--- src/hw/rtl/snc_pkg.sv ---
// Shared types, codes and helpers for the SPI NVRAM command sequencer.
`timescale 1ns / 1ps

package snc_pkg;

    typedef enum logic [2:0] {
        OPC_READ   = 3'd0,
        OPC_WRITE  = 3'd1,
        OPC_STATUS = 3'd2,
        OPC_ID     = 3'd3,
        OPC_SLEEP  = 3'd4,
        OPC_WAKE   = 3'd5,
        OPC_REPLY  = 3'd6,
        OPC_TICK   = 3'd7
    } t_op;

    typedef enum logic [1:0] {
        KIND_XFER = 2'd0,
        KIND_WAIT = 2'd1,
        KIND_DONE = 2'd2
    } t_kind;

    typedef enum logic [1:0] {
        ST_OK          = 2'd0,
        ST_RANGE       = 2'd1,
        ST_WEL_TIMEOUT = 2'd2,
        ST_WIP_TIMEOUT = 2'd3
    } t_status;

    typedef enum logic [2:0] {
        PH_IDLE      = 3'd0,
        PH_WEL_REPLY = 3'd1,
        PH_WEL_TICK  = 3'd2,
        PH_WIP_REPLY = 3'd3,
        PH_WIP_TICK  = 3'd4
    } t_phase;

    localparam logic [7:0] SPI_READ_ID       = 8'h9F;
    localparam logic [7:0] SPI_READ_DATA     = 8'h03;
    localparam logic [7:0] SPI_WRITE_ENABLE  = 8'h06;
    localparam logic [7:0] SPI_WRITE_DISABLE = 8'h04;
    localparam logic [7:0] SPI_PAGE_PROGRAM  = 8'h0A;
    localparam logic [7:0] SPI_READ_STATUS   = 8'h05;
    localparam logic [7:0] SPI_POWER_DOWN    = 8'hB9;
    localparam logic [7:0] SPI_POWER_UP      = 8'hAB;

    localparam logic [15:0] POLL_LIMIT_RESET = 16'd1000;

    localparam int MAX_RESULTS = 3;
    localparam int QDEPTH      = 4;
    localparam int QAW         = 2;

    typedef struct packed {
        t_kind       kind;
        logic [7:0]  command;
        logic        has_address;
        logic [23:0] address_out;
        logic [8:0]  data_length;
        logic        data_in;
        t_status     status_code;
        logic        last;
    } t_result;

    typedef struct packed {
        logic                          busy;
        logic [1:0]                    count;
        t_result [MAX_RESULTS-1:0]     item;
    } t_batch;

    function automatic t_result mk_xfer(logic [7:0] cmd, logic has_addr, logic [23:0] addr,
                                        logic [8:0] dlen, logic din);
        t_result r;
        r             = '0;
        r.kind        = KIND_XFER;
        r.command     = cmd;
        r.has_address = has_addr;
        r.address_out = has_addr ? addr : 24'd0;
        r.data_length = dlen;
        r.data_in     = (dlen != 9'd0) ? din : 1'b0;
        r.status_code = ST_OK;
        return r;
    endfunction

    function automatic t_result mk_done(t_status code);
        t_result r;
        r             = '0;
        r.kind        = KIND_DONE;
        r.status_code = code;
        return r;
    endfunction

    function automatic t_result mk_wait();
        t_result r;
        r             = '0;
        r.kind        = KIND_WAIT;
        r.status_code = ST_OK;
        return r;
    endfunction

endpackage

--- src/hw/rtl/spi_nvram_command_sequencer.sv ---
// An accepted beat is captured in the input register and, once the four-entry result
// queue has room, sequenced into it; its first result beat is then valid on m_axis.
// Throughput: one input beat per cycle while the queue has room, i.e. holds at most one
// entry after this cycle's output pop; otherwise the beat waits in the input register.
// Reset (i_rst_n low, synchronous): phase idle, counters and queue cleared,
// poll_limit back to 1000.
`timescale 1ns / 1ps

module spi_nvram_command_sequencer
    import snc_pkg::*;
#(
    parameter int PAGE_BYTES   = 256,
    parameter int ADDRESS_BITS = 24
) (
    input  logic        i_clk,
    input  logic        i_rst_n,
    input  logic        i_cfg_wr_en,
    input  logic [15:0] i_cfg_wr_data,
    input  logic        s_axis_tvalid,
    output logic        s_axis_tready,
    input  logic [71:0] s_axis_tdata,  // address[31:0], length[56:32], status_byte[64:57]
    input  logic [2:0]  s_axis_tuser,  // operation[2:0]
    output logic        m_axis_tvalid,
    input  logic        m_axis_tready,
    // command[7:0], has_address[8], address_out[32:9], data_length[41:33],
    // data_in[42], status_code[44:43]
    output logic [47:0] m_axis_tdata,
    output logic [1:0]  m_axis_tuser,  // kind[1:0]
    output logic        m_axis_tlast
);

    logic [15:0]   r_poll_limit;
    logic          r_in_valid;
    logic [2:0]    r_op;
    logic [31:0]   r_addr;
    logic [24:0]   r_len;
    logic [7:0]    r_status;

    t_result       r_q [QDEPTH];
    logic [QAW-1:0] r_wr_ptr, r_rd_ptr;
    logic [QAW:0]  r_count, n_count, cnt_after;

    logic          pop;
    logic          fire;
    t_batch        batch;
    t_result       head;

    always_ff @(posedge i_clk) begin
        if (!i_rst_n) begin
            r_poll_limit <= POLL_LIMIT_RESET;
        end else if (i_cfg_wr_en) begin
            r_poll_limit <= i_cfg_wr_data;
        end
    end

    assign pop       = m_axis_tvalid && m_axis_tready;
    assign cnt_after = r_count - (QAW + 1)'(pop);
    assign fire      = r_in_valid && (cnt_after <= (QAW + 1)'(QDEPTH - MAX_RESULTS));
    assign s_axis_tready = !r_in_valid || fire;

    always_ff @(posedge i_clk) begin
        if (!i_rst_n) begin
            r_in_valid <= 1'b0;
        end else if (s_axis_tready) begin
            r_in_valid <= s_axis_tvalid;
        end
    end

    always_ff @(posedge i_clk) begin
        if (s_axis_tvalid && s_axis_tready) begin
            r_op     <= s_axis_tuser;
            r_addr   <= s_axis_tdata[31:0];
            r_len    <= s_axis_tdata[56:32];
            r_status <= s_axis_tdata[64:57];
        end
    end

    snc_engine #(
        .PAGE_BYTES   (PAGE_BYTES),
        .ADDRESS_BITS (ADDRESS_BITS)
    ) u_engine (
        .i_clk         (i_clk),
        .i_rst_n       (i_rst_n),
        .i_fire        (fire),
        .i_op          (t_op'(r_op)),
        .i_address     (r_addr),
        .i_length      (r_len),
        .i_status_byte (r_status),
        .i_poll_limit  (r_poll_limit),
        .o_batch       (batch)
    );

    assign n_count = cnt_after + (fire ? (QAW + 1)'(batch.count) : '0);

    always_ff @(posedge i_clk) begin
        if (!i_rst_n) begin
            r_wr_ptr <= '0;
            r_rd_ptr <= '0;
            r_count  <= '0;
        end else begin
            r_count <= n_count;
            if (pop) begin
                r_rd_ptr <= r_rd_ptr + 1'b1;
            end
            if (fire) begin
                r_wr_ptr <= r_wr_ptr + QAW'(batch.count);
            end
        end
    end

    always_ff @(posedge i_clk) begin
        for (int k = 0; k < MAX_RESULTS; k++) begin
            if (fire && (2'(k) < batch.count)) begin
                r_q[r_wr_ptr + QAW'(k)] <= batch.item[k];
            end
        end
    end

    assign head          = r_q[r_rd_ptr];
    assign m_axis_tvalid = (r_count != '0);
    assign m_axis_tuser  = head.kind;
    assign m_axis_tlast  = head.last;
    assign m_axis_tdata  = {3'b000, head.status_code, head.data_in, head.data_length,
                            head.address_out, head.has_address, head.command};

`ifndef SYNTHESIS
    a_queue_bound: assert property (@(posedge i_clk) disable iff (!i_rst_n)
        r_count <= (QAW + 1)'(QDEPTH))
        else $error("result queue overflow");

    a_busy_drop: assert property (@(posedge i_clk) disable iff (!i_rst_n)
        (fire && batch.busy && t_op'(r_op) != OPC_REPLY && t_op'(r_op) != OPC_TICK)
        |-> (batch.count == 2'd0))
        else $error("request taken while a write is in progress");

    a_idle_tick: assert property (@(posedge i_clk) disable iff (!i_rst_n)
        (fire && !batch.busy && t_op'(r_op) == OPC_TICK) |-> (batch.count == 2'd0))
        else $error("tick produced a result while idle");

    a_push_room: assert property (@(posedge i_clk) disable iff (!i_rst_n)
        fire |=> (r_count >= $past(cnt_after)))
        else $error("queue count lost entries on push");
`endif

endmodule

--- src/hw/rtl/snc_engine.sv ---
// Command sequencing engine: phase machine, page walk and poll counting.
`timescale 1ns / 1ps

module snc_engine
    import snc_pkg::*;
#(
    parameter int PAGE_BYTES   = 256,
    parameter int ADDRESS_BITS = 24
) (
    input  logic        i_clk,
    input  logic        i_rst_n,
    input  logic        i_fire,
    input  t_op         i_op,
    input  logic [31:0] i_address,
    input  logic [24:0] i_length,
    input  logic [7:0]  i_status_byte,
    input  logic [15:0] i_poll_limit,
    output t_batch      o_batch
);

    localparam int PLW = $clog2(PAGE_BYTES + 1);
    localparam int CAW = ADDRESS_BITS + 1;
    localparam logic [33:0] TOP  = 34'd1 << ADDRESS_BITS;
    localparam logic [33:0] PAGE = 34'(PAGE_BYTES);

    t_phase          r_phase, n_phase;
    logic [15:0]     r_poll, n_poll;
    logic [CAW-1:0]  r_cur, n_cur;
    logic [24:0]     r_rem, n_rem;
    logic [PLW-1:0]  r_page, n_page;

    logic            busy;
    logic [33:0]     sp_addr;
    logic [24:0]     sp_rem;
    logic [PLW-1:0]  pg_len;
    logic            pg_bad;
    logic [33:0]     rd_end;
    logic            rd_bad;
    t_batch          b;

    assign busy = (r_phase != PH_IDLE);

    always_comb begin
        if (i_op == OPC_WRITE) begin
            sp_addr = 34'(i_address);
            sp_rem  = i_length;
        end else begin
            sp_addr = 34'(r_cur) + 34'(r_page);
            sp_rem  = r_rem - 25'(r_page);
        end
        pg_len = (sp_rem < 25'(PAGE_BYTES)) ? PLW'(sp_rem) : PLW'(PAGE_BYTES);
        pg_bad = (sp_addr >= TOP) || ((sp_addr + 34'(pg_len)) > TOP);
        rd_end = 34'(i_address) + 34'(i_length);
        rd_bad = (34'(i_address) >= TOP) || (34'(i_length) > PAGE) || (rd_end > TOP);
    end

    always_ff @(posedge i_clk) begin
        if (!i_rst_n) begin
            r_phase <= PH_IDLE;
            r_poll  <= '0;
            r_cur   <= '0;
            r_rem   <= '0;
            r_page  <= '0;
        end else if (i_fire) begin
            r_phase <= n_phase;
            r_poll  <= n_poll;
            r_cur   <= n_cur;
            r_rem   <= n_rem;
            r_page  <= n_page;
        end
    end

    always_comb begin
        n_phase = r_phase;
        n_poll  = r_poll;
        n_cur   = r_cur;
        n_rem   = r_rem;
        n_page  = r_page;
        b       = '0;
        b.busy  = busy;
        unique case (i_op)
            OPC_READ: begin
                if (!busy) begin
                    if (rd_bad) begin
                        b.item[0] = mk_done(ST_RANGE);
                        b.count   = 2'd1;
                    end else begin
                        b.item[0] = mk_xfer(SPI_READ_DATA, 1'b1, i_address[23:0],
                                            i_length[8:0], 1'b1);
                        b.item[1] = mk_done(ST_OK);
                        b.count   = 2'd2;
                    end
                end
            end
            OPC_WRITE: begin
                if (!busy) begin
                    if (i_length == 25'd0) begin
                        b.item[0] = mk_done(ST_OK);
                        b.count   = 2'd1;
                    end else begin
                        n_cur  = CAW'(sp_addr);
                        n_rem  = sp_rem;
                        n_page = pg_len;
                        if (pg_bad) begin
                            b.item[0] = mk_done(ST_RANGE);
                            b.count   = 2'd1;
                        end else begin
                            b.item[0] = mk_xfer(SPI_WRITE_ENABLE, 1'b0, 24'd0, 9'd0, 1'b0);
                            b.item[1] = mk_xfer(SPI_READ_STATUS, 1'b0, 24'd0, 9'd1, 1'b1);
                            b.count   = 2'd2;
                            n_poll    = '0;
                            n_phase   = PH_WEL_REPLY;
                        end
                    end
                end
            end
            OPC_STATUS: begin
                if (!busy) begin
                    b.item[0] = mk_xfer(SPI_READ_STATUS, 1'b0, 24'd0, 9'd1, 1'b1);
                    b.item[1] = mk_done(ST_OK);
                    b.count   = 2'd2;
                end
            end
            OPC_ID: begin
                if (!busy) begin
                    b.item[0] = mk_xfer(SPI_READ_ID, 1'b0, 24'd0, 9'd3, 1'b1);
                    b.item[1] = mk_done(ST_OK);
                    b.count   = 2'd2;
                end
            end
            OPC_SLEEP: begin
                if (!busy) begin
                    b.item[0] = mk_xfer(SPI_POWER_DOWN, 1'b0, 24'd0, 9'd0, 1'b0);
                    b.item[1] = mk_done(ST_OK);
                    b.count   = 2'd2;
                end
            end
            OPC_WAKE: begin
                if (!busy) begin
                    b.item[0] = mk_xfer(SPI_POWER_UP, 1'b0, 24'd0, 9'd0, 1'b0);
                    b.item[1] = mk_done(ST_OK);
                    b.count   = 2'd2;
                end
            end
            OPC_REPLY: begin
                if (r_phase == PH_WEL_REPLY) begin
                    if (i_status_byte[1]) begin
                        b.item[0] = mk_xfer(SPI_PAGE_PROGRAM, 1'b1, 24'(r_cur), 9'(r_page),
                                            1'b0);
                        b.item[1] = mk_xfer(SPI_READ_STATUS, 1'b0, 24'd0, 9'd1, 1'b1);
                        b.count   = 2'd2;
                        n_poll    = '0;
                        n_phase   = PH_WIP_REPLY;
                    end else begin
                        b.item[0] = mk_wait();
                        b.count   = 2'd1;
                        n_poll    = r_poll + 16'(r_poll != 16'hFFFF);
                        n_phase   = PH_WEL_TICK;
                    end
                end else if (r_phase == PH_WIP_REPLY) begin
                    if (!i_status_byte[0]) begin
                        b.item[0] = mk_xfer(SPI_WRITE_DISABLE, 1'b0, 24'd0, 9'd0, 1'b0);
                        n_cur     = CAW'(sp_addr);
                        n_rem     = sp_rem;
                        if (sp_rem == 25'd0) begin
                            b.item[1] = mk_done(ST_OK);
                            b.count   = 2'd2;
                            n_phase   = PH_IDLE;
                        end else begin
                            n_page = pg_len;
                            if (pg_bad) begin
                                b.item[1] = mk_done(ST_RANGE);
                                b.count   = 2'd2;
                                n_phase   = PH_IDLE;
                            end else begin
                                b.item[1] = mk_xfer(SPI_WRITE_ENABLE, 1'b0, 24'd0, 9'd0,
                                                    1'b0);
                                b.item[2] = mk_xfer(SPI_READ_STATUS, 1'b0, 24'd0, 9'd1,
                                                    1'b1);
                                b.count   = 2'd3;
                                n_poll    = '0;
                                n_phase   = PH_WEL_REPLY;
                            end
                        end
                    end else begin
                        b.item[0] = mk_wait();
                        b.count   = 2'd1;
                        n_poll    = r_poll + 16'(r_poll != 16'hFFFF);
                        n_phase   = PH_WIP_TICK;
                    end
                end
            end
            OPC_TICK: begin
                if (r_phase == PH_WEL_TICK || r_phase == PH_WIP_TICK) begin
                    b.count = 2'd1;
                    if (r_poll >= i_poll_limit) begin
                        b.item[0] = mk_done((r_phase == PH_WEL_TICK) ? ST_WEL_TIMEOUT
                                                                     : ST_WIP_TIMEOUT);
                        n_phase   = PH_IDLE;
                    end else begin
                        b.item[0] = mk_xfer(SPI_READ_STATUS, 1'b0, 24'd0, 9'd1, 1'b1);
                        n_phase   = (r_phase == PH_WEL_TICK) ? PH_WEL_REPLY : PH_WIP_REPLY;
                    end
                end
            end
            default: begin
            end
        endcase
        for (int k = 0; k < MAX_RESULTS; k++) begin
            b.item[k].last = (2'(k + 1) == b.count);
        end
    end

    assign o_batch = b;

endmodule
--- config.mk ---
export PLATFORM = sky130hd
export DESIGN_NAME = spi_nvram_command_sequencer
export DESIGN_NICKNAME = d
export VERILOG_FILES = /design/src/hw/rtl/snc_pkg.sv /design/src/hw/rtl/spi_nvram_command_sequencer.sv /design/src/hw/rtl/snc_engine.sv
export SDC_FILE = /design/constraint.sdc
export NUM_CORES = 1
export LEC_CHECK = 0
export BUFFER_PORTS_ARGS = -buffer_cell sky130_fd_sc_hd__buf_2
export CORE_MARGIN = 3
export CORE_UTILIZATION = 55
export DETAILED_ROUTE_END_ITERATION = 8
export GPL_TIMING_DRIVEN = 0
export PLACE_DENSITY = 0.75
export SYNTH_ARGS = -nofsm -noshare
export SYNTH_HDL_FRONTEND = slang
export SYNTH_HIERARCHICAL = 1
export SYNTH_SLANG_ARGS = --single-unit
--- constraint.sdc ---
create_clock -name i_clk -period 28.4 [get_ports i_clk]
set_input_delay 8.52 -clock i_clk [delete_from_list [all_inputs] [get_ports i_clk]]
set_output_delay 8.52 -clock i_clk [all_outputs]
set_load 0.02 [all_outputs]
== After elaboration in Yosys (flattened, before gate mapping) ==
Memories as Yosys holds them, arrays and structs flattened. A register that Yosys moved wholly into a read port is not among the register bits.
Cells that the tools add are included.

* Register bits after elaboration: 164
* RAM bits: 192
* Input port bits: 96
* Logic and storage cells: 181
* Memories kept: 1

* Add/sub/neg operators: 11
* Order comparisons: 11
* Eq/ne operators: 25
* Multiplexer cells: 94
* Reduce and logical (&&, ||, !) cells: 25

{| class="wikitable"
|+ Memories
! memory !! depth !! width !! read ports !! clocked after Yosys merged registers in !! wr ports !! line !! text
|-
| r_q || 4 || 48 || 1 || 1 || 3 || spi_nvram_command_sequencer.sv:39 || <nowiki>t_result r_q [QDEPTH];</nowiki>
|}

{| class="wikitable"
|+ Operators by type and width
! kind !! number
|-
| $mux 96 || 7
|-
| $mux 48 || 10
|-
| $pmux 48 s8 || 1
|-
| $pmux 48 s7 || 1
|-
| $mux 25 || 11
|-
| $mux 146 || 1
|-
| $mux 16 || 8
|-
| $mux 41 || 3
|-
| $pmux 25 s2 || 2
|-
| $mux 47 || 2
|-
| $mux 89 || 1
|-
| $gt 34x25->1 const B || 2
|-
| $mux 9 || 7
|-
| $logic_not 25->1 || 2
|-
| $add 34x9->34 || 1
|-
| $ge 34x25->1 const B || 1
|-
| $mux 34 || 1
|-
| $add 32x25->33 || 1
|-
| $ge 32x25->1 const B || 1
|-
| $pmux 16 s2 || 1
|-
| $mux 3 || 9
|-
| $add 25x9->26 || 1
|-
| $mux 2 || 13
|-
| $gt 25x9->1 const B || 1
|-
| 37 further kinds || 78
|}

== Logic depth before layout (Yosys ltp) ==
* Depth in word-level cells: 17
* Depth in mapped cells: 34
* Depth with buffers taken out: 32

== Cells and area by module ==
The synthesis kept the hierarchy.

{| class="wikitable"
|+ Modules (own cells, without submodules)
! module !! instances !! cells an instance !! area an instance (µm²) !! seq. area each (µm²)
|-
| spi_nvram_command_sequencer || 1 || 1307 || 14197.4 || 8328.0
|-
| snc_engine || 1 || 1358 || 9710.6 || 1561.5
|}

== Worst setup path after synthesis ==
OpenSTA, ideal clock, no wires.

* Path kind: in2out
* Start point: in m_axis_tready
* End point: out s_axis_tready
* Arrival: 9720 ps
* Path slack: 10160 ps
* Cell stages on the path: 7
* Path buffers: 1
* Cell sequence: o31a_1 ha_1 ha_1 xnor2_4 buf_6 nand2_1 nand2_1

* Longest elaborated chain between the ends: 5

{| class="wikitable"
|+ Ends and longest elaborated chain
! item !! line !! text
|-
| start: declaration || spi_nvram_command_sequencer.sv:24 || <nowiki>input logic m_axis_tready,</nowiki>
|-
| $logic_and 1x1->1 || spi_nvram_command_sequencer.sv:56 || <nowiki>assign pop = m_axis_tvalid && m_axis_tready;</nowiki>
|-
| $sub 3x1->3 || spi_nvram_command_sequencer.sv:57 || <nowiki>assign cnt_after = r_count - (QAW + 1)'(pop);</nowiki>
|-
| $le 3x1->1 || spi_nvram_command_sequencer.sv:58 || <nowiki>assign fire = r_in_valid && (cnt_after <= (QAW + 1)'(QDEPTH - MAX_RESULTS));</nowiki>
|-
| $logic_and 1x1->1 || spi_nvram_command_sequencer.sv:58 ||
|-
| $logic_or 1x1->1 || spi_nvram_command_sequencer.sv:59 || <nowiki>assign s_axis_tready = !r_in_valid || fire;</nowiki>
|-
| end: declaration || spi_nvram_command_sequencer.sv:20 || <nowiki>output logic s_axis_tready,</nowiki>
|}

No other way between the ends.

== Worst setup path after layout ==
* Start point: in m_axis_tready
* End point: out s_axis_tready

* Longest elaborated chain between the ends: 5

{| class="wikitable"
|+ Ends and longest elaborated chain
! item !! line !! text
|-
| $logic_and 1x1->1 || spi_nvram_command_sequencer.sv:56 ||
|-
| named net pop || spi_nvram_command_sequencer.sv:43 || <nowiki>logic pop;</nowiki>
|-
| $sub 3x1->3 || spi_nvram_command_sequencer.sv:57 ||
|-
| $le 3x1->1 || spi_nvram_command_sequencer.sv:58 ||
|-
| $logic_and 1x1->1 || spi_nvram_command_sequencer.sv:58 ||
|-
| $logic_or 1x1->1 || spi_nvram_command_sequencer.sv:59 ||
|}

The timed path passes the listed nets, and every way through them passes these cells.

==> summary.txt <==
Final layout
  • Area delta synth->final: 13.4%
  • Non-filler cells, final: 3502
  • Number of inserted diodes: 0
  • Nets: 3111
  • Layout cell share with drive strength beyond 1: 16.3%
  • Final core occ: 63.7%

Global route
  • Largest net degree at the start of global routing: 32
  • Grt total ovfl: 0
  • Number of global-route vias before repair: 21600
  • First-pass GRT wire length: 122000 um
  • Initial antenna violation count: 0
  • GRT Overall Usage: 34.8%

Clock tree
  • # Post-CTS Setup Buffers: 0
  • Number of gates resized after CTS: 0
  • H-tree levels: 2
  • Worst skew pair latency: 0.59 ns
  • # clock sinks: 358
  • TritonCTS clock tree: built
  • Num CTS Buffers: 41
  • Clock transition at the registers of the reported paths: 0.06 ns
  • Clock Path Buffers: 3
  • Hold_buf cts: 0
  • CTS Root Cell: clkbuf_16

Timing
  • Max Clock Skew: 0.0332 ns
  • Final Max Slew Viols: 0
  • RSZ-0062 raised after global routing: no
  • Fin. Hold Viols: 0
  • Final min period: 18.67 ns
  • Final Cycle Share: 65.7%
  • Max Fclk: 53.6 MHz
  • Worst Max-Slew Pin Slew: 1.18 ns
  • Hold WS: 0.482 ns
  • Setup TNS: 0 ns
  • Relative slew margins: 20.5%
  • # setup viols final: 0

Die
  • Rows: 75
  • DIE WIDTH: 214 um
  • Initial core utilization: 56.2%
  • # IOs: 149
  • Die Area: 0.0457 mm^2
  • Die height: 214 um
  • Core area: 0.0422 mm^2

Drt
  • # DRC: 0
  • ANT nets after route: 0
  • Via Count: 22400
  • Avg Vias per Cell: 6.40
  • Drt total wl: 80600 um
  • WL/cell: 23.0 um
  • DRT iter0 DRCs: 2994
  • TritonRoute pass-1 iters: 9

Placed design
  • Routability-driven placement congestion ratio: 0.962
  • PortBufs: 131
  • Placed Instances: 3428
  • HPWL after DPL: 59500 um

Hold path
  • Worst hold path class: reg2reg

Pwr
  • Maximum resistive drop on vdd: 0.0000534 V
  • Cell leakage power: 10.3 nW
  • P per Cell Area: 67.9 mW/mm^2

Setup path
  • Worst EP required: 19.88 ns
  • Critical path arrival: 10.15 ns
  • Crit path max fanout: 10
  • Cells along the critical path: buf_2 > o31a_1 > ha_1 > ha_1 > xnor2_4 > buf_6 > nand2_1 > nand2_1 > buf_2
  • R2R Setup Slk: 17.34 ns
  • Worst setup SP type: input pin
  • Setup crit end kind: output port
  • Crit path kind: in2out
  • Slowest stage cell, crit path: xnor2_4
  • Crit path largest cell delay: 0.33 ns

Yosys
  • Post-Syn Instances: 2658
  • Avg Inst Size Synth: 8.92 um^2
  • Cell area after technology mapping: 0.0237 mm^2
  • Yosys Warn Count: 6

Flow run
  • Maxcap violations: 0

Status
  • Status: finished, final reports clean
state kept, by name, indices dropped and copies added, names as in the netlist, named ones only:
name / flops
u_engine/r_page: 9
r_wr_ptr: 2
u_engine/r_rem: 25
r_poll_limit: 16
r_q: 192
r_count: 3
r_rd_ptr: 2
u_engine/r_cur: 25
r_addr: 32
r_len: 25
r_op: 3
u_engine/r_poll: 16
u_engine/r_phase: 3
r_in_valid: 1
r_status: 2
final cells by class:
class | instances | area [um^2]
fillers | 3516 | 15300
well taps | 539 | 674
repair buffers | 146 | 867
clock buffers | 52 | 1110
flip-flops and latches | 358 | 9710
plain buffers | 246 | 1520
clock inverters | 22 | 181
multi-input cells | 2074 | 12600
inverters | 65 | 244
metal layers:
metal  vias to the layer above  part of all wire (%)  track usage (%)  wire length [um]
li1                      10000                     -                -                 -
met1                     10500                    38             45.0             30700
met2                      1580                    46             57.4             36900
met3                       333                    11             5.97              8850
met4                         0                   5.1             16.3              4100
met5                         -                     0                0                 0
where the power goes:
group | internal, W | switching [W] | leakage [nW]
clock | 0.000296 | 0.000223 | 0.625
sequential | 0.000636 | 0.0000388 | 3.28
combinational | 0.000236 | 0.000396 | 6.42
total | 0.00117 | 0.000658 | 10.3
critical path: cells and delay by family:
kind | cells | cell delay (ns)
AOI/OAI and AO/OA | 1 | 0.13
buffers and inverters | 3 | 0.51
adders and majority gates | 2 | 0.44
xor gates and xnor gates | 1 | 0.33
and+or+nand+nor | 2 | 0.23
worst paths after layout:
check                                    start                            to  cells after the start
setup / recovery                 m_axis_tready                 s_axis_tready                      9
hold reg to reg   r_poll_limit[3]$_SDFFE_PN1P_  r_poll_limit[3]$_SDFFE_PN1P_                      2
hold / removal    r_poll_limit[3]$_SDFFE_PN1P_  r_poll_limit[3]$_SDFFE_PN1P_                      2
setup reg to reg             r_op[2]$_DFFE_PP_          r_q[3][22]$_DFFE_PP_                     31
per-stage QoR:
| step | power (W) | setup WS [ns] | area, um^2 |
|---|---|---|---|
| final | 0.00183 | 9.73 | 26900 |
| after CTS | 0.00182 | 9.72 | 26900 |
| after global routing | 0.00190 | 9.61 | 26900 |
| after global placement | 0.00128 | 9.80 | 25400 |
| after detailed placement | 0.00130 | 9.73 | 25600 |
| after floorplan | 0.00110 | 10.16 | 24000 |
layout by cell type, fill, tap and decap left out, types with 25 or more instances in the layout:
cell	instances
a22o_1	28
a21oi_1	85
buf_2	181
conb_1	87
o21ai_0	77
mux2i_1	37
ha_1	78
nor2b_1	28
dfxtp_1	104
nor3_1	48
nor2_1	313
buf_4	123
and2_1	25
mux4_2	48
edfxtp_1	254
clkbuf_1	67
xnor2_1	31
nand3_1	39
a31oi_1	217
clkbuf_16	42
nand2_1	549
inv_1	63
a21o_1	25
(Power assumes the default switching activity.)
